**src/sv/plbu_pkg.sv**
```systemverilog
`timescale 1ns / 1ps
// ----------------------------------------------------------------------------
// plbu_pkg
// Shared constants, codes and payload types of the price level book update.
// ----------------------------------------------------------------------------
package plbu_pkg;

  localparam int LEVELS      = 4096;
  localparam int QTY_WIDTH   = 48;
  localparam int PRICE_W     = 40;
  localparam int IN_QTY_W    = 48;
  localparam int CNT_OUT_W   = 13;
  localparam int IDX_W       = (LEVELS > 1) ? $clog2(LEVELS) : 1;
  localparam int CNT_W       = $clog2(LEVELS + 1);
  localparam int QUEUE_DEPTH = 4;
  localparam int QA_W        = $clog2(QUEUE_DEPTH);
  localparam int CFG_DATA_W  = 64;
  localparam int CFG_ADDR_W  = 4;
  localparam logic [PRICE_W-1:0] LOWEST_RESET  = PRICE_W'(0);
  localparam logic [PRICE_W-1:0] HIGHEST_RESET = PRICE_W'(4095);

  localparam logic [1:0] SIDE_BID = 2'd0;
  localparam logic [1:0] SIDE_ASK = 2'd1;

  // register select is the 8-byte word address bit
  localparam logic REG_LOWEST  = 1'b0;
  localparam logic REG_HIGHEST = 1'b1;

  typedef enum logic [1:0] {
    ST_APPLIED = 2'd0,
    ST_RANGE   = 2'd1,
    ST_SIDE    = 2'd2
  } plbu_status_t;

  typedef struct packed {
    logic [1:0]          book_side;
    logic [PRICE_W-1:0]  price_tick;
    logic [IN_QTY_W-1:0] level_quantity;
  } plbu_in_t;

  typedef struct packed {
    logic [1:0]           update_status;
    logic [CNT_OUT_W-1:0] bid_levels_used;
    logic [CNT_OUT_W-1:0] ask_levels_used;
    logic                 book_empty;
  } plbu_out_t;

  // classified command handed from front to back
  typedef struct packed {
    plbu_status_t         status;
    logic                 ask;
    logic [IDX_W-1:0]     idx;
    logic [QTY_WIDTH-1:0] qty;
  } plbu_cmd_t;

  typedef struct packed {
    logic empty;
    logic full;
  } plbu_qstat_t;

  localparam int CMP_W = (CNT_W > CNT_OUT_W) ? CNT_W : CNT_OUT_W;

  function automatic logic [CNT_OUT_W-1:0] sat_count(input logic [CNT_W-1:0] c);
    logic [CMP_W-1:0] ce;
    ce = CMP_W'(c);
    if (ce > CMP_W'({CNT_OUT_W{1'b1}})) begin
      return {CNT_OUT_W{1'b1}};
    end
    return CNT_OUT_W'(ce);
  endfunction

endpackage

```
**src/sv/plbu_front.sv**
```systemverilog
`timescale 1ns / 1ps
// ----------------------------------------------------------------------------
// plbu_front
// Classifies an incoming update: range check, level index and side decode.
// ----------------------------------------------------------------------------
module plbu_front (
  input  logic                          accept,
  input  plbu_pkg::plbu_in_t            item,
  input  logic [plbu_pkg::PRICE_W-1:0]  lowest_price_tick,
  input  logic [plbu_pkg::PRICE_W-1:0]  highest_price_tick,
  output logic                          push,
  output plbu_pkg::plbu_cmd_t           cmd
);
  import plbu_pkg::*;

  logic [PRICE_W-1:0] diff;
  logic               out_of_range;
  logic               side_known;

  assign diff         = item.price_tick - lowest_price_tick;
  assign out_of_range = (item.price_tick < lowest_price_tick) ||
                        (item.price_tick > highest_price_tick) ||
                        (diff >= PRICE_W'(LEVELS));
  assign side_known   = (item.book_side == SIDE_BID) || (item.book_side == SIDE_ASK);

  always_comb begin
    cmd.idx = diff[IDX_W-1:0];
    cmd.qty = QTY_WIDTH'(item.level_quantity);
    cmd.ask = (item.book_side == SIDE_ASK);
    // range check wins over an unknown side
    priority if (out_of_range) begin
      cmd.status = ST_RANGE;
    end else if (!side_known) begin
      cmd.status = ST_SIDE;
    end else begin
      cmd.status = ST_APPLIED;
    end
  end

  assign push = accept;

endmodule

```
**config.mk**
```make
export PLATFORM = sky130hd
export DESIGN_NAME = plbu_front
export DESIGN_NICKNAME = d
export VERILOG_FILES = /design/src/sv/plbu_pkg.sv /design/src/sv/plbu_front.sv
export SDC_FILE = /design/constraint.sdc
export NUM_CORES = 1
export LEC_CHECK = 0
export BUFFER_PORTS_ARGS = -buffer_cell sky130_fd_sc_hd__buf_2
export CELL_PAD_IN_SITES_DETAIL_PLACEMENT = 1
export CELL_PAD_IN_SITES_GLOBAL_PLACEMENT = 2
export CORE_UTILIZATION = 21
export DETAILED_ROUTE_END_ITERATION = 8
export PLACE_DENSITY_LB_ADDON = 0.2
export SLEW_MARGIN = 10
export SYNTH_ARGS = -nofsm -noshare
export SYNTH_HDL_FRONTEND = slang
export SYNTH_SLANG_ARGS = --single-unit
```
**constraint.sdc**
```tcl
create_clock -name vclk -period 3.7
set_clock_uncertainty 0.05 [all_clocks]
set_input_delay 0.37 -clock vclk [all_inputs]
set_output_delay 0.37 -clock vclk [all_outputs]
set_load 0.05 [all_outputs]
```
Word level (Yosys, flattened, before mapping)
Index checks and enable logic that the tools add are counted.
- register bits after elaboration: 0
- bits of input ports: 171
- output and inout port bits: 64
- logic and storage cells: 11
- add/sub/neg operators: 1
- magnitude comparators: 3
- equal/unequal tests: 1
- muxes and demuxes: 2
- reductions and logical operators: 4
- operators by type and width (kind ; count):
    40-bit by 13-bit >= comparator with 1-bit output (second input constant) ; 1
    40-bit greater-than comparator ; 1
    40-bit less-than comparator ; 1
    40-bit subtractor ; 1
    2-bit 2-to-1 mux ; 2
    1-bit logical OR ; 3
    2-bit by 1-bit == test with 1-bit output (second input constant) ; 1
    2-bit logical NOT ; 1

Longest topological paths before layout
- word-level depth: 4
- gate-level depth with buffers: 14
- gate-level depth less buffers: 13

Worst setup path before layout
No wires, ideal clock.
- kind: input to output
- start: input item[48] (netlist name)
- end: output cmd[62] (netlist name)
- arrival: 3.635 ns
- data required time: 3.280 ns
- slack: -0.355 ns
- cell stages on the path: 13
- path buffers: 0
- cells stage by stage: inv_1 -> ha_1 -> fa_1 -> nand2b_1 -> a21oi_1 -> o21bai_1 -> a21oi_1 -> o21a_1 -> o31a_1 -> o211ai_1 -> or4_1 -> a2111oi_2 -> nor3b_2
- RTL lines (item ; RTL line ; source):
    start, declared ; plbu_front.sv:8 ; input plbu_pkg::plbu_in_t item,
    end, declared ; plbu_front.sv:12 ; output plbu_pkg::plbu_cmd_t cmd

==> metrics <==
Fmax achieved 258.2 MHz; CP peak stage delay between 0.5 and 0.6 ns; share of layout cells above drive strength 1 a little under half; crit end category output port; I/O Buffers between 100 and 150; RSZ-0062 raised after global routing true; flip-flop and latch count 0; design area 6576 sq um; row cnt 50; Sequential Area 0 sq um; Antenna diodes 0; Worst Path Class, Setup input port to output port; Mapped Area 4105 sq um; Post-synth top cells inv_1, ha_1, a21oi_1; combinational power share 100.0%; fin. max-slew vios 0; clock power share 0%; I/O Pins 235; CTS Hold Bufs 0; status finished, violations left; sequential power share 0%; Die Wd 141.8 um; most numerous cell in the Yosys netlist inv_1; Static Leakage between 3 and 4 nW; Via density between 4 and 5; Final setup viols 2; Final HPWL DP 15,200 um; Hold WS ~0.69 ns; slowest CP cell or4_4; GRT Total Usage 16.40%; register area share after synthesis 0%; Synth area leader ha_1; pre-CTS setup slack -0.6034 ns; Hold Fails Final Rpt 0; failing checks setup timing; fin nets 1,132; Max-cap violations 0; first-pass iteration count of the detailed router 4; Avg Cell Area, Syn around 6.6 sq um; Layout fillers between 2,000 and 2,500; Post-DP Area just under 6000 sq um; syn_nets around 900; switching share of power a little over half; Die H 141.8 um; PwrDens 175.7 nW/um^2; Iter 0 DRT Violations 121; final cycle utilization of the critical path 104.7%; sw power 0.6215 mW; Final GP Congestion roughly 0.84; post-route ant nets 0; worst path cell trace buf_2, ha_1, a21oi_1, o21ai_0, a221oi_1, buf_4, o211ai_1, o21ai_0, o2111ai_1, or4_4, a2111oi_4, buf_4, nor3b_4, buf_6; Max FO, Critical Path 2; HP Class input port to output port; Routed WL per cell 14.91 um; Final Core Density between 30% and 40%; clock buffers 0; final setup margin -0.1726 ns; YS warnings 0; total global routing overflow 0; drc violations 0; setup TNS -0.2803 ns; Routed WL 16,970 um; starting density of the core 21.66%; Synth area leaders ha_1, buf_4, inv_1; antenna violations before repair 0; Rel. slew slack between 60% and 70%; largest net degree at the start of global routing 10; internal power 0.5337 mW; synth-to-layout area growth 60.20%; Cells after Synth 623; CP required 3.28 ns; top cell type's share of synthesized area 24.38%; via count 5,204; Die Area 20,110 sq um; Startpoint Class input port; Synth cell types 63; peak supply drop 94.88 uV; core footprint ~19,000 sq um; first-pass GRT wire length 27,130 um; Worst-Margin Slew 0.5796 ns; vias in the first global route 5,710; worst path arrival time roughly 3.5 ns; Min Clock Period, post-route between 3 and 4 ns
==> final timing paths <==
kind | start | to | slack (ns) | cells past startpoint
worst max-delay path | item[67] | cmd[62] | -0.17 | 14
worst min-delay path | item[10] | cmd[10] | 0.69 | 0
==> metal layers <==
layer | track usage (%) | wire (um)
met5 | 0 | 0
met4 | 2.207 | 205
met3 | 0.8775 | 508
met2 | 31.48 | 8651
met1 | 20.35 | 7601
==> power by group through the flow <==
stage | logic, mW | registers, mW | clock network (mW)
floorplan | 0.710 | 0 | 0
global placement | 1.02 | 0 | 0
detailed placement | 1.03 | 0 | 0
CTS | 1.13 | 0 | 0
global route | 1.26 | 0 | 0
finish | 1.16 | 0 | 0
==> cell type report <==
| class | instances | area (sq um) | share of cell area [%] |
|---|---|---|---|
| well taps | 260 | 325.3 | 4.947 |
| inverters | 95 | 359.1 | 5.460 |
| repair buffers | 319 | 2092 | 31.81 |
| multi-input cells | 464 | 3800 | 57.78 |
==> timing repair <==
item,in CTS,in global routing
pin swaps,32,20
resized for setup,80,18
setup endpoints to repair,2,2
buffers inserted,12,7
gates cloned,0,0
==> kinds of logic (layout without fill, tap and decap cells) <==
group / after synthesis / after routing / share of synthesized area [%]
AO/OA/AOI/OAI: 184 / 184 / 28.25
AND/OR/NAND/NOR: 170 / 170 / 20.45
buffers and inverters: 159 / 414 / 20.15
adder cells (fa/ha/maj): 81 / 81 / 24.87
XOR/XNOR: 26 / 26 / 5.547
multiplexers: 3 / 3 / 0.7315
==> critical path: cells and delay by family <==
family | cells | cell delay (ns)
AOI/OAI and AO/OA | 7 | 1.40
and+or+nand+nor | 2 | 0.74
buffers and inverters | 4 | 0.63
adders and majority gates | 1 | 0.30
==> cell usage in the layout (no fill, tap or decap), types with 4 or more instances in the layout <==
cell type and n:
a21oi_1 46, o21ai_1 4, a211oi_1 8, inv_1 93
ha_1 60, a31oi_1 5, nor2_1 34, nand2_1 53
o21bai_1 6, nand2b_1 5, o21ai_0 36, nand3_1 11
xor2_1 9, xnor2_1 16, ha_4 17, nand2_2 5
o21ai_2 5, a21oi_2 20, nand4_1 20, a21o_1 12
buf_6 8, nor2b_1 4, o211ai_1 10, buf_2 133
buf_4 178, nor3_1 5
==> stage by stage <==
stage                     power (mW)  cells
after global routing           1.263   1138
after detailed placement       1.034   1119
after global placement         1.018   1119
after CTS                      1.133   1131
after floorplan               0.7104    623
final                          1.155   1138
(Power assumes the default switching activity.)
