===== config.mk =====
export PLATFORM = sky130hd
export DESIGN_NAME = plbu_queue
export DESIGN_NICKNAME = d
export VERILOG_FILES = /design/src/sv/plbu_pkg.sv /design/src/sv/plbu_queue.sv
export SDC_FILE = /design/constraint.sdc
export NUM_CORES = 1
export LEC_CHECK = 0
export ABC_AREA = 1
export BUFFER_PORTS_ARGS = -buffer_cell sky130_fd_sc_hd__buf_4
export CAP_MARGIN = 10
export CORE_ASPECT_RATIO = 0.7
export CORE_UTILIZATION = 48
export CTS_CLUSTER_DIAMETER = 120
export DETAILED_ROUTE_END_ITERATION = 12
export GPL_TIMING_DRIVEN = 0
export PLACE_DENSITY = 0.68
export REMOVE_ABC_BUFFERS = 1
export SETUP_SLACK_MARGIN = 0.1
export SYNTH_ARGS = -nofsm -noshare
export SYNTH_HDL_FRONTEND = slang
export SYNTH_SLANG_ARGS = --single-unit

===== constraint.sdc =====
create_clock -name clk -period 6.06 [get_ports clk]
set_input_delay 1.212 -clock clk [delete_from_list [all_inputs] [get_ports clk]]
set_output_delay 1.212 -clock clk [all_outputs]
set_load 0.01 [all_outputs]

===== src/sv/plbu_pkg.sv =====
`timescale 1ns / 1ps
// ----------------------------------------------------------------------------
// plbu_pkg
// Shared constants, codes and payload types of the price level book update.
// ----------------------------------------------------------------------------
package plbu_pkg;

  localparam int LEVELS      = 4096;
  localparam int QTY_WIDTH   = 48;
  localparam int PRICE_W     = 40;
  localparam int IN_QTY_W    = 48;
  localparam int CNT_OUT_W   = 13;
  localparam int IDX_W       = (LEVELS > 1) ? $clog2(LEVELS) : 1;
  localparam int CNT_W       = $clog2(LEVELS + 1);
  localparam int QUEUE_DEPTH = 4;
  localparam int QA_W        = $clog2(QUEUE_DEPTH);
  localparam int CFG_DATA_W  = 64;
  localparam int CFG_ADDR_W  = 4;
  localparam logic [PRICE_W-1:0] LOWEST_RESET  = PRICE_W'(0);
  localparam logic [PRICE_W-1:0] HIGHEST_RESET = PRICE_W'(4095);

  localparam logic [1:0] SIDE_BID = 2'd0;
  localparam logic [1:0] SIDE_ASK = 2'd1;

  // register select is the 8-byte word address bit
  localparam logic REG_LOWEST  = 1'b0;
  localparam logic REG_HIGHEST = 1'b1;

  typedef enum logic [1:0] {
    ST_APPLIED = 2'd0,
    ST_RANGE   = 2'd1,
    ST_SIDE    = 2'd2
  } plbu_status_t;

  typedef struct packed {
    logic [1:0]          book_side;
    logic [PRICE_W-1:0]  price_tick;
    logic [IN_QTY_W-1:0] level_quantity;
  } plbu_in_t;

  typedef struct packed {
    logic [1:0]           update_status;
    logic [CNT_OUT_W-1:0] bid_levels_used;
    logic [CNT_OUT_W-1:0] ask_levels_used;
    logic                 book_empty;
  } plbu_out_t;

  // classified command handed from front to back
  typedef struct packed {
    plbu_status_t         status;
    logic                 ask;
    logic [IDX_W-1:0]     idx;
    logic [QTY_WIDTH-1:0] qty;
  } plbu_cmd_t;

  typedef struct packed {
    logic empty;
    logic full;
  } plbu_qstat_t;

  localparam int CMP_W = (CNT_W > CNT_OUT_W) ? CNT_W : CNT_OUT_W;

  function automatic logic [CNT_OUT_W-1:0] sat_count(input logic [CNT_W-1:0] c);
    logic [CMP_W-1:0] ce;
    ce = CMP_W'(c);
    if (ce > CMP_W'({CNT_OUT_W{1'b1}})) begin
      return {CNT_OUT_W{1'b1}};
    end
    return CNT_OUT_W'(ce);
  endfunction

endpackage


===== src/sv/plbu_queue.sv =====
`timescale 1ns / 1ps
// ----------------------------------------------------------------------------
// plbu_queue
// Short command queue between the classifying front and the store back end.
// ----------------------------------------------------------------------------
module plbu_queue (
  input  logic                 clk,
  input  logic                 rst,
  input  logic                 push,
  input  plbu_pkg::plbu_cmd_t  push_cmd,
  input  logic                 pop,
  output plbu_pkg::plbu_cmd_t  head,
  output plbu_pkg::plbu_qstat_t stat
);
  import plbu_pkg::*;

  plbu_cmd_t         entries [QUEUE_DEPTH];
  logic [QA_W-1:0]   wr_ptr;
  logic [QA_W-1:0]   rd_ptr;
  logic [QA_W:0]     fill;

  assign stat.empty = (fill == '0);
  assign stat.full  = (fill == (QA_W+1)'(QUEUE_DEPTH));
  assign head       = entries[rd_ptr];

  always_ff @(posedge clk) begin
    if (push) begin
      entries[wr_ptr] <= push_cmd;
    end
  end

  always_ff @(posedge clk) begin
    if (rst) begin
      wr_ptr <= '0;
      rd_ptr <= '0;
      fill   <= '0;
    end else begin
      if (push) begin
        wr_ptr <= wr_ptr + QA_W'(1);
      end
      if (pop) begin
        rd_ptr <= rd_ptr + QA_W'(1);
      end
      unique case ({push, pop})
        2'b10:   fill <= fill + (QA_W+1)'(1);
        2'b01:   fill <= fill - (QA_W+1)'(1);
        default: fill <= fill;
      endcase
    end
  end

  a_no_push_full: assert property (@(posedge clk) disable iff (rst)
    !(push && stat.full && !pop)) else $error("queue push while full");
  a_no_pop_empty: assert property (@(posedge clk) disable iff (rst)
    !(pop && stat.empty)) else $error("queue pop while empty");
  a_fill_bound: assert property (@(posedge clk) disable iff (rst)
    fill <= (QA_W+1)'(QUEUE_DEPTH)) else $error("queue fill overrun");

endmodule


# Word-level counts from Yosys, hierarchy flattened
# Memory sizes are Yosys's and may differ from the RTL's. A register that Yosys moved wholly into a read port is not among the register bits.
# Cells that the tools add are included.
# word_totals
ff_bits,7
mem_bits_rw,252
inputBits,67
out_inout_bits,65
wordCells,18
memories,1
# mem_list
memory,depth,word_bits,read_ports,rd_clocked_by_memory_dff,wr,line,source
entries,4,63,1,1,1,plbu_queue.sv:17,plbu_cmd_t entries [QUEUE_DEPTH];
# classes
n_addsub,4
n_eq_ne,3
muxes,5
n_reduce_logical,2
# op_table
op,n
3-bit one-hot mux with 2 select lines,1
"2-bit by 1-bit adder with 2-bit output, second input constant",2
2-bit 2-to-1 mux,2
"3-bit by 1-bit adder with 3-bit output, second input constant",1
"3-bit == test, second input constant",1
3-bit zero test,1
"3-bit by 1-bit subtractor with 3-bit output, second input constant",1
"2-bit by 1-bit == test with 1-bit output, second input constant",1
"2-bit == test, second input constant",1
1-bit 2-to-1 mux,2
2-bit nonzero test,1

# Longest topological paths before layout
# depth
depth_word,3
depth_mapped,10

# Least setup slack after synthesis
# Ideal clock, no wire load.
# synth_path
path_type,input to register
from,input push
to,memory entries[0][0] in the netlist's numbering (enable)
setup_ns,0.417
arrival_time_ns,2.471
t_required_ns,5.643
slack_ns,3.172
path_stages,2
path_buffers,0
path_cell_list,nand2_1 inv_1
# synth_via
elab_chain_len,2
# synth_rtl
item,line,source
from (decl),plbu_queue.sv:9,"input logic push,"
1-bit 2-to-1 mux,plbu_queue.sv:27,if (push) begin
1-bit 2-to-1 mux (implied by the code),plbu_queue.sv:28,entries[wr_ptr] <= push_cmd;
to (decl),plbu_queue.sv:17,
# No other way between the ends.

==> key figures <==
Run status
  – Status: finished, final reports clean

Power and ir drop
  – Psw: 0.9089 mW
  – Combinational share of power: 0.102
  – Part of the power in registers: 0.513
  – Pwr per Cell Area: roughly 340 nW/um2
  – Power share of the clock group: 0.386
  – Maximum vdd drop: 0.0002948 V
  – Leak: between 4 and 5 nW
  – Switching Fraction: 0.2229
  – Pint: 3.170 mW

STA
  – Final hold vios: 0
  – Tcrit/Tclk final: 0.6491
  – Min cycle time layout: 3934 ps
  – Slew HR: 0.4222
  – Slew Viols, Final: 0
  – Setup WS post-layout: 2126 ps
  – Final Setup Violations: 0
  – Fmax: 0.2542 GHz
  – Post-route clock skew: between 20 and 25 ps
  – RSZ-0062 raised after global routing: false
  – Slew @ Worst Pin: 866.7 ps

Layout
  – Proportion of layout cells with a drive suffix above 1: 0.2988
  – Final Net Count: 864
  – Finished Layout Cells: 1080
  – Synthesis-to-layout area growth: 20.96%
  – Antenna cells: 0
  – Final instance area: around 12000 um2
  – Final core occ: 0.6028

Worst setup path
  – Worst Setup End Kind: primary output
  – Worst setup SP type: flip-flop
  – WS Path Type: reg2out
  – WP data arrival: around 2700 ps
  – Required time worst endpoint: 4850 ps
  – Critical Path Fanout Max: 63

Clock network
  – Root Driver: clkbuf_16
  – Worst-Skew Late Latency: approximately 520 ps
  – CTS HTree Levels: 1
  – Clock buffer depth: 3
  – CTS tree: built
  – Worst-path clk slew: roughly 60 ps
  – Total CTS buffers: 25
  – Post-CTS Setup Bufs: 0
  – Resized cells post-CTS: 0
  – Cts hold-fix bufs: 0
  – Clock Sink Count: 261

Global route
  – Vias in the first global route: 5824
  – Antenna violations before repair: 0
  – First-pass GRT wire length: ~30000 um
  – Grt total ovfl: 0
  – Largest net degree at the start of global routing: 127
  – Total track usage: 0.1845

Logic synthesis
  – Mapped cell area: 10030 um2
  – Cells after synthesis: 667
  – Synth Area per Inst: between 15 and 20 um2
  – Ys Warns: 0
  – Cell variety after synth: 24
  – Register bit total from synthesis: about 260
  – Seq/Total Area, Yosys: 0.7726

Floorplanning
  – Core Area: about 20000 um2
  – Ports: roughly 130
  – Die Wd: 174.8 um
  – Area of the die: 21480 um2
  – Rows: between 40 and 50
  – Die Height: 122.9 um
  – Initial core utilization: 0.4984

Detailed routing
  – Routed WL per cell: between 15 and 20 um
  – Drt drc: 0
  – Iter 0 DRT Violations: 380
  – Routed Antenna Nets: 0
  – WL final: 19940 um
  – Vias post-DR: 5863
  – Vias per cell: roughly 5.4
  – DRT Pass-1 Iters: 4

Placed design
  – HPWL after detailed placement: between 10000 and 15000 um
  – Routability cong.: between 0.7 and 0.8
  – Dpl cell area: 11290 um2
  – IO buf count: 131
  – Cell count after placement: 1034
  – Setup WS pre-CTS: between 2000 and 3000 ps

Run
  – Max Cap Viol: 0

Hold path
  – Hold Crit Class: reg2reg
[cell usage in the layout, fill, tap and decap left out, types with 6 or more instances in the layout]
master / count
o22ai_2: 30
nand2_1: 9
clkbuf_1: 6
o21ai_0: 119
o22ai_1: 33
buf_16: 6
dfxtp_1: 7
inv_1: 12
clkbuf_16: 25
o21ai_1: 13
edfxtp_1: 252
nor2_2: 30
buf_4: 131
nor2_1: 99
[stage by stage]
step	power, mW	setup TNS, ps	hold WS (ps)
detailed placement	2.549	0	429.4
finish	4.079	0	439.2
global placement	2.524	-18520	423.0
floorplan	2.323	0	411.6
global route	4.212	0	459.8
CTS	4.111	0	438.5
[registers in the layout (all words and copies together) (netlist names), named ones only]
signal	cells
entries	252
fill	3
rd_ptr	2
wr_ptr	2
[worst max-delay path, cell delays in order (launching register included)]
cell and delay (ps):
dfxtp_2 890, clkinv_4 690, o21ai_0 270, o22ai_1 150
buf_4 170
[layer usage]
layer	track usage	part of all wire	vias up
li1	-	-	2756
met2	0.3234	0.49	188
met3	0.05043	0.072	36
met1	0.2278	0.41	2883
met4	0.04837	0.020	0
met5	0	0	-
[synthesized netlist by cell type]
master,count,area [um2]
buf_8,1,15.01
inv_8,1,11.26
nor3_1,2,10.01
nand4_1,1,6.260
buf_6,6,67.56
o22ai_1,33,206.5
nor2_2,30,187.7
o21ai_0,119,595.6
edfxtp_1,252,7567
inv_1,16,60.06
o22ai_2,30,375.4
clkbuf_1,11,41.29
nand2_1,9,33.78
o21ai_1,13,65.06
clkbuf_2,7,35.03
a21oi_1,5,25.02
clkinv_4,1,8.760
fa_1,1,20.02
dfxtp_1,9,180.2
nor2_1,99,371.6
buf_4,1,7.510
nand3_1,1,5.000
ha_1,5,62.56
buf_2,14,70.07
[power groups by stage]
stage,registers [mW],clock network [mW],logic (mW)
floorplan,2.13,0,0.192
global placement,2.15,0,0.377
detailed placement,2.13,0,0.418
CTS,2.09,1.60,0.420
global route,2.10,1.66,0.452
finish,2.09,1.57,0.414
[logic make-up after synthesis]
logic type               synth area share
AO/OA/AOI/OAI                      0.1264
buffers and inverters             0.03157
AND/OR/NAND/NOR                   0.06126
adder cells (fa/ha/maj)          0.008235
flip-flops                         0.7726
[path summary, 6_finish.rpt]
check	endpoint	depth (start not counted)	startpoint	slack (ps)
worst max-delay path	head[34]	4	flip-flop	2130
worst min-delay path	flip-flop	1	rd_ptr[1]	440
worst max register to register	entries[0][18]	5	wr_ptr[0]	4340
worst min register to register	flip-flop	1	rd_ptr[1]	440
[final cells by class]
| cell class | count | area, um2 |
|---|---|---|
| Clock buffer | 31 | 648.1 |
| Clock inverter | 15 | 188.9 |
| Fill cell | 1504 | 7991 |
| Inverter | 18 | 90.09 |
| Multi-Input combinational cell | 348 | 1964 |
| Sequential cell | 261 | 7752 |
| Tap cell | 270 | 337.8 |
| Timing Repair Buffer | 137 | 1149 |
(Power assumes the default switching activity.)
